[src/hdl/fdm_pkg.sv]
// shared types, constants and width helpers for the floored divider
package fdm_pkg;

	// default for the widest operand width
	localparam int DEF_MAX_WIDTH = 32;

	// operand fields on the stream are this wide
	localparam int FIELD_W = 32;

	// width select codes
	localparam logic [1:0] WSEL_8  = 2'd0;
	localparam logic [1:0] WSEL_16 = 2'd1;

	// classification that travels with each request
	typedef struct packed {
		logic div_zero;
		logic ovf;
		logic neg_a;
		logic neg_b;
	} fdm_flags_t;

	// wide operand width, capped at the field width
	function automatic int wide_width(int mw);
		return (mw > FIELD_W) ? FIELD_W : mw;
	endfunction

	// datapath width, never below the fixed 16-bit mode
	function automatic int data_width(int mw);
		return (wide_width(mw) < 16) ? 16 : wide_width(mw);
	endfunction

endpackage

[src/hdl/fdm_fifo.sv]
// two-entry queue between the front end and the divider pipeline
module fdm_fifo #(
	parameter int MAX_WIDTH = fdm_pkg::DEF_MAX_WIDTH,
	localparam int DW = fdm_pkg::data_width(MAX_WIDTH)
) (
	input  logic                clk,
	input  logic                arst_n,
	input  logic                in_valid,
	output logic                in_ready,
	input  fdm_pkg::fdm_flags_t in_flags,
	input  logic [DW-1:0]       in_mag_a,
	input  logic [DW-1:0]       in_mag_b,
	output logic                out_valid,
	input  logic                out_ready,
	output fdm_pkg::fdm_flags_t out_flags,
	output logic [DW-1:0]       out_mag_a,
	output logic [DW-1:0]       out_mag_b
);

	localparam int DEPTH = 2;
	localparam int PW    = $clog2(DEPTH);
	localparam int CW    = $clog2(DEPTH + 1);

	fdm_pkg::fdm_flags_t flags_q [DEPTH];
	logic [DW-1:0]       mag_a_q [DEPTH];
	logic [DW-1:0]       mag_b_q [DEPTH];

	logic [PW-1:0] wr_ptr_q;
	logic [PW-1:0] rd_ptr_q;
	logic [CW-1:0] count_q;

	logic push;
	logic pop;

	assign in_ready  = (count_q != CW'(DEPTH));
	assign out_valid = (count_q != '0);
	assign push      = in_valid && in_ready;
	assign pop       = out_valid && out_ready;

	// pointers and fill level
	always_ff @(posedge clk or negedge arst_n) begin
		if (!arst_n) begin
			wr_ptr_q <= '0;
			rd_ptr_q <= '0;
			count_q  <= '0;
		end else begin
			if (push) begin
				wr_ptr_q <= (wr_ptr_q == PW'(DEPTH - 1)) ? '0 : wr_ptr_q + 1'b1;
			end
			if (pop) begin
				rd_ptr_q <= (rd_ptr_q == PW'(DEPTH - 1)) ? '0 : rd_ptr_q + 1'b1;
			end
			if (push && !pop) begin
				count_q <= count_q + 1'b1;
			end else if (pop && !push) begin
				count_q <= count_q - 1'b1;
			end
		end
	end

	// entry storage
	always_ff @(posedge clk) begin
		if (push) begin
			flags_q[wr_ptr_q] <= in_flags;
			mag_a_q[wr_ptr_q] <= in_mag_a;
			mag_b_q[wr_ptr_q] <= in_mag_b;
		end
	end

	assign out_flags = flags_q[rd_ptr_q];
	assign out_mag_a = mag_a_q[rd_ptr_q];
	assign out_mag_b = mag_b_q[rd_ptr_q];

endmodule

[config.mk]
export PLATFORM = sky130hd
export DESIGN_NAME = fdm_fifo
export DESIGN_NICKNAME = d
export VERILOG_FILES = /design/src/hdl/fdm_pkg.sv /design/src/hdl/fdm_fifo.sv
export SDC_FILE = /design/constraint.sdc
export NUM_CORES = 1
export LEC_CHECK = 0
export ABC_AREA = 1
export ABC_CLOCK_PERIOD_IN_PS = 5880
export BUFFER_PORTS_ARGS = -buffer_cell sky130_fd_sc_hd__buf_2
export CORE_UTILIZATION = 35
export CTS_CLUSTER_DIAMETER = 150
export DETAILED_ROUTE_END_ITERATION = 10
export REMOVE_ABC_BUFFERS = 1
export SETUP_SLACK_MARGIN = 0.5
export SYNTH_ARGS = -nofsm -noshare
export SYNTH_HDL_FRONTEND = slang
export SYNTH_SLANG_ARGS = --single-unit
[constraint.sdc]
create_clock -name clk -period 5.88 [get_ports clk]
set_clock_uncertainty 0.2 [all_clocks]
set_input_delay 0.294 -clock clk [delete_from_list [all_inputs] [get_ports clk]]
set_output_delay 0.294 -clock clk [all_outputs]
set_load 0.02 [all_outputs]
==> reports/results.txt <==
Status -> completed
Seq/Total Area, Yosys -> 0.809
Kind of cell adding the most delay to the critical path -> simple AND/OR/NAND/NOR gates
Vias -> 3460
Die Height -> 124 um
Storage cell area -> 0.00419 mm^2
Placeable Area -> 0.0145 mm^2
CP endpoint -> mag_a_q[0][15]
WL/cell -> 13.1 um
H-Tree Depth -> 4
Die area -> 0.0153 mm^2
CTS clk-pin slew, worst paths -> 60 ps
Root Driver -> clkbuf_16
Total CTS buffers -> 17
Synthesized cell area -> 0.00517 mm^2
Pleak -> 0.00315 uW
Avg Vias per Cell -> 4.33
Global route overflow -> 0
DRC Markers -> 0
Critical path arrival -> 2570 ps
#FFs+latches synth -> 140
Warnings, synthesis -> 0
Number of global-route vias before repair -> 3381
Layout net count -> 675
Skew-Pair Late Insertion Delay -> 410 ps
Antenna viol nets, final -> 0
Layout cell share with drive strength beyond 1 -> 0.278
Final setup fails -> 0
Maxcap violations -> 0
Slew Limit Fails -> 0
CTS tree -> yes
Slowest cell delay on critical path -> 830 ps
Crit path top cell by count -> nand2_1
# IOs -> 142
Synth Instances -> 384
RSZ-0062 raised after global routing -> false
Final wirelength -> 10500 um
Syn_area_per_cell -> 13.5 um^2
Multi-input gate area -> 872 um^2
Critical path peak fanout -> 35
GRT Overall Usage -> 0.142
Worst-Margin Slew -> 1030 ps
WP buf/inv -> 2
Critical Path Source Type -> flip-flop
First-pass GRT wire length -> 15900 um
Largest net degree at the start of global routing -> 70
# fillers -> 1269
WP data required -> 5730 ps
Critical-path top delay cell -> nor2_4
Layout area overhead -> 41.4%
Die W -> 124 um
Final Util -> 0.505
Worst vdd ir -> 0.000380 V
DP HPWL -> 6220 um
PostCTS Resize Cnt -> 0
Reg2Reg Capture Point -> mag_a_q[0][15]
Clock Sinks -> 140
Unique masters post-synth -> 14
Initial Utilization -> 0.357
Setup repair bufs after CTS -> 0
R2R cell count -> 5
DR iter-0 viols -> 124
Fmax -> 368 MHz
Final hold viol count -> 0
Setup TNS -> 0 ps
Std-Cell Rows -> 44
Setup CP Type -> reg2reg
Clock buffer depth -> 2
DRT Pass-1 Iters -> 4
ANT cells -> 0
Placer Congestion -> 0.700
Worst setup path startpoint -> count_q[0]
CP Depth -> 5
Pre-CTS setup slack -> 3080 ps
Fin crit period -> 2720 ps
Port Buf Inserts -> 141
Slew HR -> 0.309
Crit path cell chain -> inv_1, nand2_1, nand2_1, nor2_4, buf_4
HP Class -> in2async
Worst R2R Start -> count_q[0]
FF-to-FF setup slack -> 3160 ps
Fin crit share -> 0.462
Cell Pwr Density -> 503 mW/mm^2
Hold buffers post-CTS -> 70
Post-route setup slack -> 3160 ps
Initial antenna violation count -> 0
CP endpoint kind -> flip-flop
==> worst min path at each step <==
| stage | startpoint | to | slack (ps) | cells after the start |
|---|---|---|---|---|
| global route | arst_n | count_q[0] | 30 | 2 |
| floorplan | arst_n | count_q[0] | -200 | 0 |
| finish | arst_n | count_q[0] | 30 | 2 |
| detailed placement | arst_n | count_q[0] | -90 | 1 |
| CTS | arst_n | count_q[1] | 5 | 2 |
| global placement | arst_n | count_q[1] | -100 | 1 |
==> cell families after synthesis <==
group / synth area share
fa+ha+maj: 0.00242
simple gates: 0.160
flops: 0.809
xor+xnor: 0.00339
buf+inv: 0.0247
==> placed cells by master (no fill, tap or decap) <==
master           n
nand2_1        214
buf_2          141
edfxtp_1       136
dlygate4sd3_1   70
clkbuf_16       17
inv_1            6
clkinv_1         6
bufinv_16        3
clkbuf_1         3
clkinv_2         3
dfrtp_1          3
buf_4            3
nor2_4           2
nand3_1          2
inv_4            1
xnor2_1          1
xor2_1           1
nand4_1          1
ha_1             1
dfrtp_2          1
==> power by group <==
part / total [uW] / internal [uW] / switching, uW
clock network: 1010 / 654 / 357
registers: 1420 / 1370 / 56.0
logic: 1240 / 357 / 887
total: 3680 / 2380 / 1300
==> routing by layer <==
metal	track usage	share of wire	vias to the layer above	routed length [um]
li1	-	-	1733	-
met5	0	0	-	0
met2	0.242	0.50	99	5240
met4	0.0685	0.017	0	181
met1	0.160	0.43	1612	4490
met3	0.0466	0.052	16	547
==> stage by stage <==
stage / std cells / hold WS, ps / instance area [um^2] / power (uW)
after floorplan: 369 / -202 / 5070 / 2230
after global placement: 697 / -97.8 / 6040 / 2660
after detailed placement: 697 / -93.0 / 6040 / 2680
after CTS: 799 / 5.11 / 7310 / 3730
after global routing: 799 / 27.6 / 7310 / 3900
final: 799 / 25.5 / 7310 / 3680
==> cell type report <==
class	count	share of cell area
Clock buffer	20	0.0597
Sequential cell	140	0.573
Inverter	7	0.00394
Multi-Input combinational cell	222	0.119
Tap cell	184	0.0315
Clock inverter	12	0.0175
Timing Repair Buffer	214	0.195
==> sequential cells by signal (all words and copies together), names as in the netlist <==
register / flops
mag_a_q: 64
mag_b_q: 64
flags_q: 8
count_q: 2
rd_ptr_q: 1
wr_ptr_q: 1
==> synthesized netlist by cell type <==
cell	n	area (um^2)
buf_2	10	50.1
buf_4	2	15.0
buf_6	3	33.8
dfrtp_1	4	100
edfxtp_1	136	4080
ha_1	1	12.5
inv_1	6	22.5
inv_4	1	6.26
nand2_1	214	803
nand3_1	2	10.0
nand4_1	1	6.26
nor2_1	2	7.51
xnor2_1	1	8.76
xor2_1	1	8.76
(Power assumes the default switching activity.)
