$ cat src/hdl/fdm_pkg.sv
// shared types, constants and width helpers for the floored divider
package fdm_pkg;

	// default for the widest operand width
	localparam int DEF_MAX_WIDTH = 32;

	// operand fields on the stream are this wide
	localparam int FIELD_W = 32;

	// width select codes
	localparam logic [1:0] WSEL_8  = 2'd0;
	localparam logic [1:0] WSEL_16 = 2'd1;

	// classification that travels with each request
	typedef struct packed {
		logic div_zero;
		logic ovf;
		logic neg_a;
		logic neg_b;
	} fdm_flags_t;

	// wide operand width, capped at the field width
	function automatic int wide_width(int mw);
		return (mw > FIELD_W) ? FIELD_W : mw;
	endfunction

	// datapath width, never below the fixed 16-bit mode
	function automatic int data_width(int mw);
		return (wide_width(mw) < 16) ? 16 : wide_width(mw);
	endfunction

endpackage

$ cat src/hdl/fdm_front.sv
// front end: takes requests, sign-extends operands, classifies and takes magnitudes
module fdm_front #(
	parameter int MAX_WIDTH = fdm_pkg::DEF_MAX_WIDTH,
	localparam int DW = fdm_pkg::data_width(MAX_WIDTH)
) (
	input  logic                     clk,
	input  logic                     arst_n,
	input  logic                     s_tvalid,
	output logic                     s_tready,
	input  logic [63:0]              s_tdata,   // dividend[31:0], divisor[63:32]
	input  logic [1:0]               s_tuser,   // width_sel[1:0]
	output logic                     out_valid,
	input  logic                     out_ready,
	output fdm_pkg::fdm_flags_t      out_flags,
	output logic [DW-1:0]            out_mag_a,
	output logic [DW-1:0]            out_mag_b
);

	localparam int WW = fdm_pkg::wide_width(MAX_WIDTH);

	logic [31:0] dividend;
	logic [31:0] divisor;

	logic signed [7:0]    a8;
	logic signed [7:0]    b8;
	logic signed [15:0]   a16;
	logic signed [15:0]   b16;
	logic signed [WW-1:0] aw;
	logic signed [WW-1:0] bw;

	logic signed [DW-1:0] a_val;
	logic signed [DW-1:0] b_val;
	logic                 a_most_neg;

	fdm_pkg::fdm_flags_t flags;
	logic [DW-1:0]       mag_a;
	logic [DW-1:0]       mag_b;

	logic                s1_valid_q;
	fdm_pkg::fdm_flags_t flags_s1;
	logic [DW-1:0]       mag_a_s1;
	logic [DW-1:0]       mag_b_s1;

	assign dividend = s_tdata[31:0];
	assign divisor  = s_tdata[63:32];

	assign a8  = dividend[7:0];
	assign b8  = divisor[7:0];
	assign a16 = dividend[15:0];
	assign b16 = divisor[15:0];
	assign aw  = dividend[WW-1:0];
	assign bw  = divisor[WW-1:0];

	// sign extension at the selected width
	always_comb begin
		case (s_tuser)
			fdm_pkg::WSEL_8: begin
				a_val      = DW'(a8);
				b_val      = DW'(b8);
				a_most_neg = (dividend[7:0] == {1'b1, 7'b0});
			end
			fdm_pkg::WSEL_16: begin
				a_val      = DW'(a16);
				b_val      = DW'(b16);
				a_most_neg = (dividend[15:0] == {1'b1, 15'b0});
			end
			default: begin
				a_val      = DW'(aw);
				b_val      = DW'(bw);
				a_most_neg = (dividend[WW-1:0] == {1'b1, {(WW-1){1'b0}}});
			end
		endcase
	end

	// special cases and magnitudes
	always_comb begin
		flags.div_zero = (b_val == '0);
		flags.ovf      = a_most_neg && (b_val == '1);
		flags.neg_a    = a_val[DW-1];
		flags.neg_b    = b_val[DW-1];
		mag_a          = flags.neg_a ? (DW'(0) - a_val) : a_val;
		mag_b          = flags.neg_b ? (DW'(0) - b_val) : b_val;
	end

	assign s_tready = !s1_valid_q || out_ready;

	// request holding register
	always_ff @(posedge clk or negedge arst_n) begin
		if (!arst_n) begin
			s1_valid_q <= 1'b0;
		end else if (s_tready) begin
			s1_valid_q <= s_tvalid;
		end
	end

	always_ff @(posedge clk) begin
		if (s_tready && s_tvalid) begin
			flags_s1 <= flags;
			mag_a_s1 <= mag_a;
			mag_b_s1 <= mag_b;
		end
	end

	assign out_valid = s1_valid_q;
	assign out_flags = flags_s1;
	assign out_mag_a = mag_a_s1;
	assign out_mag_b = mag_b_s1;

endmodule

$ cat config.mk
export PLATFORM = sky130hd
export DESIGN_NAME = fdm_front
export DESIGN_NICKNAME = d
export VERILOG_FILES = /design/src/hdl/fdm_pkg.sv /design/src/hdl/fdm_front.sv
export SDC_FILE = /design/constraint.sdc
export NUM_CORES = 1
export LEC_CHECK = 0
export BUFFER_PORTS_ARGS = -buffer_cell sky130_fd_sc_hd__buf_2
export CORE_AREA = 3 3 95 97
export CTS_CLUSTER_SIZE = 10
export DETAILED_ROUTE_END_ITERATION = 8
export DIE_AREA = 0 0 98 100
export PLACE_DENSITY = 0.76
export SETUP_SLACK_MARGIN = 0.2
export SYNTH_ARGS = -nofsm -noshare
export SYNTH_HDL_FRONTEND = slang
export SYNTH_SLANG_ARGS = --single-unit
$ cat constraint.sdc
create_clock -name clk -period 3 [get_ports clk]
set_input_delay 0.6 -clock clk [delete_from_list [all_inputs] [get_ports clk]]
set_output_delay 0.6 -clock clk [all_outputs]
set_load 0.02 [all_outputs]
==> results.ini, run 1 <==
[run_status]
status = complete, no violations

[worst_setup_path]
start_kind = primary input
path_max_fanout = 6
endpoint_kind = register
crit_type = primary input to register
rrSetupSlack_ns = 1.34
r2r-end = out_mag_b[9]
ff2ff_path_depth = 3
worstPathRequired_ns = 3.10
reg2reg_from = out_valid
crit_arrival_ns = 2.55

[placed_design]
placed_cell_area_mm2 = 0.00511
dp_slack_ns = 0.206
port-buffer-count = 139
dpl.hpwl_mm = 8.89
place_inst = 648
gp_congestion = 0.899

[power_and_ir_drop]
p_leak_nw = 2.08
power_density_mw_per_mm2 = 486
vdd_drop_max_uv = 284

[finish]
multi_input_area_mm2 = 0.00201
post-route-util_pct = 64.9
drive_gt1_share_pct = 32.9
area_delta_synth_final_pct = 27.1
fillers = 675
nets = 628
fin_area_mm2 = 0.00533
n_antenna_cell = 0
ff_latch_area_mm2 = 0.00207
final_cell_count_no_fill = 665

[min_path]
hold_path_class = primary input to register
min_to = out_mag_a[0]
min_path_cells = 1
hold_start = s_tdata[0]

[floorplanning]
rows = 33
dieArea_mm2 = 0.00980
dieHeight_um = 100
core_mm2 = 0.00822
dieWidth_um = 98
ios = 140
start_util_pct = 51.1

[timing]
rsz0062_at_grt = false
finalHoldViolations = 0
final-setup-viol-count = 0
tightest_slew_ns = 0.648
skew_ns = 0.00749
maxSlewHeadroom_pct = 56.8
drv_slew = 0
timing.final.ws_setup_ns = 0.548
post-route-min-period_ns = 2.45
post-route-period-util_pct = 81.7
setup_tns_ns = 0
max_freq_mhz = 408

[global_routing]
grt_pass1_vias = 3828
overflow = 0
antenna_found_initial = 0
grt_max_degree = 28
grt_pass1_wl_mm = 18.7
grt_usage_pct = 23.7

[synthesis]
synth.top_cells.by_area = edfxtp_1, xor2_1, nor2_1, xnor2_1, a21oi_1
postSynthCellCount = 406
synth_most_common_cell = edfxtp_1
synth_edf_count = 68
yosysSeqAreaShare_pct = 49.3
synth_area_leader_cell = edfxtp_1
syn_nets = 479
avgSynthCellArea_um2 = 10.3
syn_area_mm2 = 0.00420
synth_common_cells = edfxtp_1, nor2_1, xor2_1, a21oi_1, nand2_1
synth_top_area_share_pct = 48.7
synth_warnings = 0
synth-seq-cells = 69
yosysUniqueCellTypes = 51
synth_ff_type = edfxtp_1
ys_async_sr_fraction_pct = 1.45

[clocking]
cts-root-buf = clkbuf_8
cts_buffer_depth = 2
clkTransAtPathRegs_ns = 0.07
cts_sinks = 69
cts_inserted_buffers = 9
clkLatencyLatePin_ns = 0.34
h-tree-depth = 3
cts_tree = done

[routing]
drtIter0Drc = 218
ant_nets = 0
drc = 0
num_vias = 3986
avgViaCountPerCell = 5.99
drt_first_pass_iters = 4
drt-total-wl_mm = 11.8
wire_per_inst_um = 17.8

[flow_run]
drv_cap = 0

-- metal layers --
| layer | vias to the layer above | track usage [%] | share of wire [%] |
|---|---|---|---|
| li1 | 1854 | - | - |
| met1 | 1881 | 31.9 | 41 |
| met2 | 218 | 38.5 | 47 |
| met3 | 33 | 4.59 | 8.8 |
| met4 | 0 | 8.52 | 2.6 |
| met5 | - | 0 | 0 |
-- cell families after synthesis --
logic type,share of synthesized area (%)
buffers and inverters,2.86
and+or+nand+nor,20.1
xor gates and xnor gates,9.18
muxes,2.42
DFF,49.3
adders and majority gates,0.895
AOI/OAI and AO/OA,15.3
-- placed cells by master (no fill, tap or decap), types with 8 or more instances in the layout --
master    synthesis  routed
nand3_1           8       8
buf_2             0     139
nor2_1           43      43
mux2i_1           9       9
nand2_1          21      21
xnor2_1          18      18
xor2_1           26      26
buf_4             0      17
nand2b_1          8       8
o31ai_1          14      14
clkbuf_8          0      10
inv_1             8       8
a21oi_1          21      21
o21ai_0          18      18
nor3_1           13      13
or3_1             9       9
edfxtp_1         68      68
o41ai_1          11      11
nor4_1           15      15
-- repair_timing --
action,in CTS,in global routing
gates resized for setup,0,0
hold buffers,0,1
setup buffers,0,0
hold endpoints to repair,0,1
-- area by class of cell --
| class | count | share of cell area (%) |
|---|---|---|
| clock buffers | 12 | 2.72 |
| multi-input cells | 307 | 37.7 |
| inverters | 9 | 0.633 |
| repair buffers | 159 | 16.4 |
| well taps | 105 | 2.46 |
| flip-flops and latches | 69 | 38.8 |
| clock inverters | 4 | 1.36 |
-- critical path, stage by stage --
cell     delay, ns
buf_2         0.12
inv_1         0.07
ha_1          0.15
or3b_1        0.42
or3_1         0.46
o41ai_1       0.50
xor2_1        0.19
nor2_1        0.05
-- flip-flops by register name, indices dropped and copies added, names as in the netlist --
register   count
out_mag_b     32
out_valid      1
out_mag_a     32
out_flags      4
-- where the power goes --
group          internal (W)  switching (W)
clock              0.000491       0.000360
combinational      0.000207       0.000362
sequential          0.00116      0.0000171
-- worst max-delay path by stage --
| stage | startpoint | end | slack, ns | cells past startpoint |
|---|---|---|---|---|
| floorplan | s_tdata[1] | out_mag_a[30] | 0.49 | 8 |
| global placement | s_tdata[3] | out_mag_a[23] | 0.27 | 6 |
| detailed placement | s_tdata[3] | out_mag_a[23] | 0.21 | 6 |
| CTS | s_tdata[1] | out_mag_a[30] | 0.56 | 8 |
| global route | s_tdata[1] | out_mag_a[30] | 0.50 | 8 |
| finish | s_tdata[1] | out_mag_a[30] | 0.55 | 8 |
-- through the flow --
stage                     total power, W  hold WS [ns]
final                            0.00259         0.478
after CTS                        0.00260        0.0106
after floorplan                  0.00153         0.304
after detailed placement         0.00176         0.376
after global placement           0.00174         0.375
after global routing             0.00270         0.466
(Power assumes the default switching activity.)
==> run 2: changes to the inputs <==
- ABC_AREA: unset -> 1
- CORE_AREA: 3 3 95 97 -> 3 3 100 102
- DIE_AREA: 0 0 98 100 -> 0 0 103 105
- PLACE_DENSITY: 0.76 -> 0.77
- clock period: 3 -> 2.35 ns (I/O delays scaled with it)
==> run 2 against run 1 <==
Compared with the run above:
- critical path depth increased by 1
- clock power increased by 28%
- design area increased by 12%
- synthesized area increased by 14%
- routed wire length increased by 14%
==> results.ini, run 2 <==
[timing]
skew_ns = 0.0123
drv_slew = 0
tightest_slew_ns = 0.429
rsz0062_at_grt = false
setup_tns_ns = 0
max_freq_mhz = 499
finalHoldViolations = 0
final-setup-viol-count = 0
post-route-min-period_ns = 2.00
hold_slack_ns = 0.312
post-route-period-util_pct = 85.3
maxSlewHeadroom_pct = 71.2

[routing]
drc = 0
ant_nets = 0
drtIter0Drc = 307
num_vias = 4792
wire_per_inst_um = 14.8
drt-total-wl_mm = 13.5
avgViaCountPerCell = 5.25
drt_first_pass_iters = 5

[synthesis]
synth_area_leader_cell = edfxtp_1
synth_edf_count = 68
synth_most_common_cell = nand2_1
synth_top_area_share_pct = 42.5
syn_nets = 716
synth_common_cells = nand2_1, inv_1, nor2_1, edfxtp_1, nand3_1
yosysUniqueCellTypes = 35
avgSynthCellArea_um2 = 7.47
synth_ff_type = edfxtp_1
synth-seq-cells = 69
synth.top_cells.by_area = edfxtp_1, nand2_1, inv_1, nor2_1, nand3_1
yosysSeqAreaShare_pct = 43.0
synth_warnings = 0
ys_async_sr_fraction_pct = 1.45
postSynthCellCount = 643
syn_area_mm2 = 0.00480

[power_and_ir_drop]
p_sw_share_pct = 32.6
p_leak_nw = 3.06
vdd_drop_max_uv = 370
p_seq_share_pct = 42.5
power_density_mw_per_mm2 = 605
p_int_w = 0.00243
clkPwrFrac_pct = 30.2
power.total_w = 0.00360
p_switching_w = 0.00118
comb_power_share_pct = 27.3

[global_routing]
grt_pass1_wl_mm = 21.8
antenna_found_initial = 0
grt_usage_pct = 25.3
overflow = 0
grt_pass1_vias = 4565
grt_max_degree = 69

[clocking]
h-tree-depth = 3
post_cts_buffers = 0
cts_sinks = 69
cts-root-buf = clkbuf_8
cts_buffer_depth = 2
cts_tree = done
clkLatencyLatePin_ns = 0.35
cts_inserted_buffers = 9
clkTransAtPathRegs_ns = 0.08

[finish]
nets = 871
final_cell_mix = nand2_1, buf_2, inv_1
drive_gt1_share_pct = 25.3
final_common_cell = nand2_1
fillers = 827
area_delta_synth_final_pct = 24.0
n_antenna_cell = 0
final_cell_count_no_fill = 913

[flow_run]
drv_cap = 0

[placed_design]
port-buffer-count = 139
dpl.hpwl_mm = 10.6
gp_congestion = 1.02
place_inst = 897

[worst_setup_path]
path_max_fanout = 18
crit_arrival_ns = 2.10
crit_type = primary input to register
endpoint_kind = register
worstPathRequired_ns = 2.45
start_kind = primary input
rrSetupSlack_ns = 1.06

[floorplanning]
core_mm2 = 0.00920
dieArea_mm2 = 0.0108
start_util_pct = 52.2
dieHeight_um = 105
rows = 35
dieWidth_um = 103
ios = 140

[min_path]
hold_path_class = primary input to register

[run_status]
status = complete, no violations

==> run 2: cell count changes in the layout (fill, tap and decap cells not counted), sizes merged, moves of 13 or more <==
cell	delta
a21oi	-16
inv	+85
nand2	+187
nand3	+50
nand4	+18
nor2	+37
nor4	-13
==> run 2: kinds of logic after synthesis <==
group                    synth area share (%)
buffers and inverters                    9.32
adder cells (fa/ha/maj)                 0.781
flip-flops                               43.0
AO/OA/AOI/OAI                            3.72
AND/OR/NAND/NOR                          36.2
XOR/XNOR                                 6.93
==> run 2: final timing paths <==
path | start | cells after the start | endpoint
min | s_tdata[0] | 1 | out_mag_a[0]
max reg2reg | out_valid | 2 | out_mag_b[21]
max in group asynchronous | arst_n | 2 | out_valid
min reg2reg | out_valid | 2 | out_valid
min in group asynchronous | arst_n | 2 | out_valid
max | s_tuser[1] | 9 | out_mag_b[2]
==> run 2: worst max-delay path: stages <==
cell	delay [ns]
buf_2	0.16
nor2_4	0.23
nand2_4	0.18
nand2_2	0.18
inv_2	0.10
nand2_2	0.23
inv_2	0.11
or2_2	0.29
xnor2_1	0.13
==> run 2: power groups by stage <==
| stage | clock network (W) | logic (W) | registers (W) |
|---|---|---|---|
| 2_1_floorplan | 0 | 0.000512 | 0.00170 |
| 3_3_place_gp | 0 | 0.000970 | 0.00156 |
| 3_5_place_dp | 0 | 0.000974 | 0.00156 |
| 4_1_cts | 0.00111 | 0.000981 | 0.00153 |
| 5_1_grt | 0.00115 | 0.00110 | 0.00154 |
| 6_report | 0.00109 | 0.000984 | 0.00153 |
==> run 2: area by class of cell <==
| type | count | area, um2 | share of cell area [%] |
|---|---|---|---|
| inverters | 94 | 355 | 5.96 |
| clock inverters | 6 | 88.8 | 1.49 |
| well taps | 111 | 139 | 2.33 |
| repair buffers | 160 | 881 | 14.8 |
| flip-flops and latches | 69 | 2070 | 34.7 |
| multi-input cells | 464 | 2300 | 38.7 |
| clock buffers | 9 | 124 | 2.08 |
==> run 2: through the flow <==
step	setup slack (ns)	area [um2]	utilization (%)
5_1_grt	0.209	5960	64.8
2_1_floorplan	0.238	4820	-
3_3_place_gp	0.0420	5730	62.3
6_report	0.346	5960	64.8
4_1_cts	0.373	5960	64.8
3_5_place_dp	0.00756	5730	62.3
==> run 2: per-layer routing <==
layer	GRT usage (%)	up-vias	part of all wire (%)
met1	35.5	2154	45
met4	9.07	0	2.5
met2	39.4	214	46
li1	-	2395	-
met5	0	-	0
met3	3.87	29	6.8
==> run 2: repair_timing <==
item,in CTS,in global routing
gates resized for setup,0,1
setup endpoints to repair,0,1
hold endpoints to repair,1,0
hold buffers,1,0
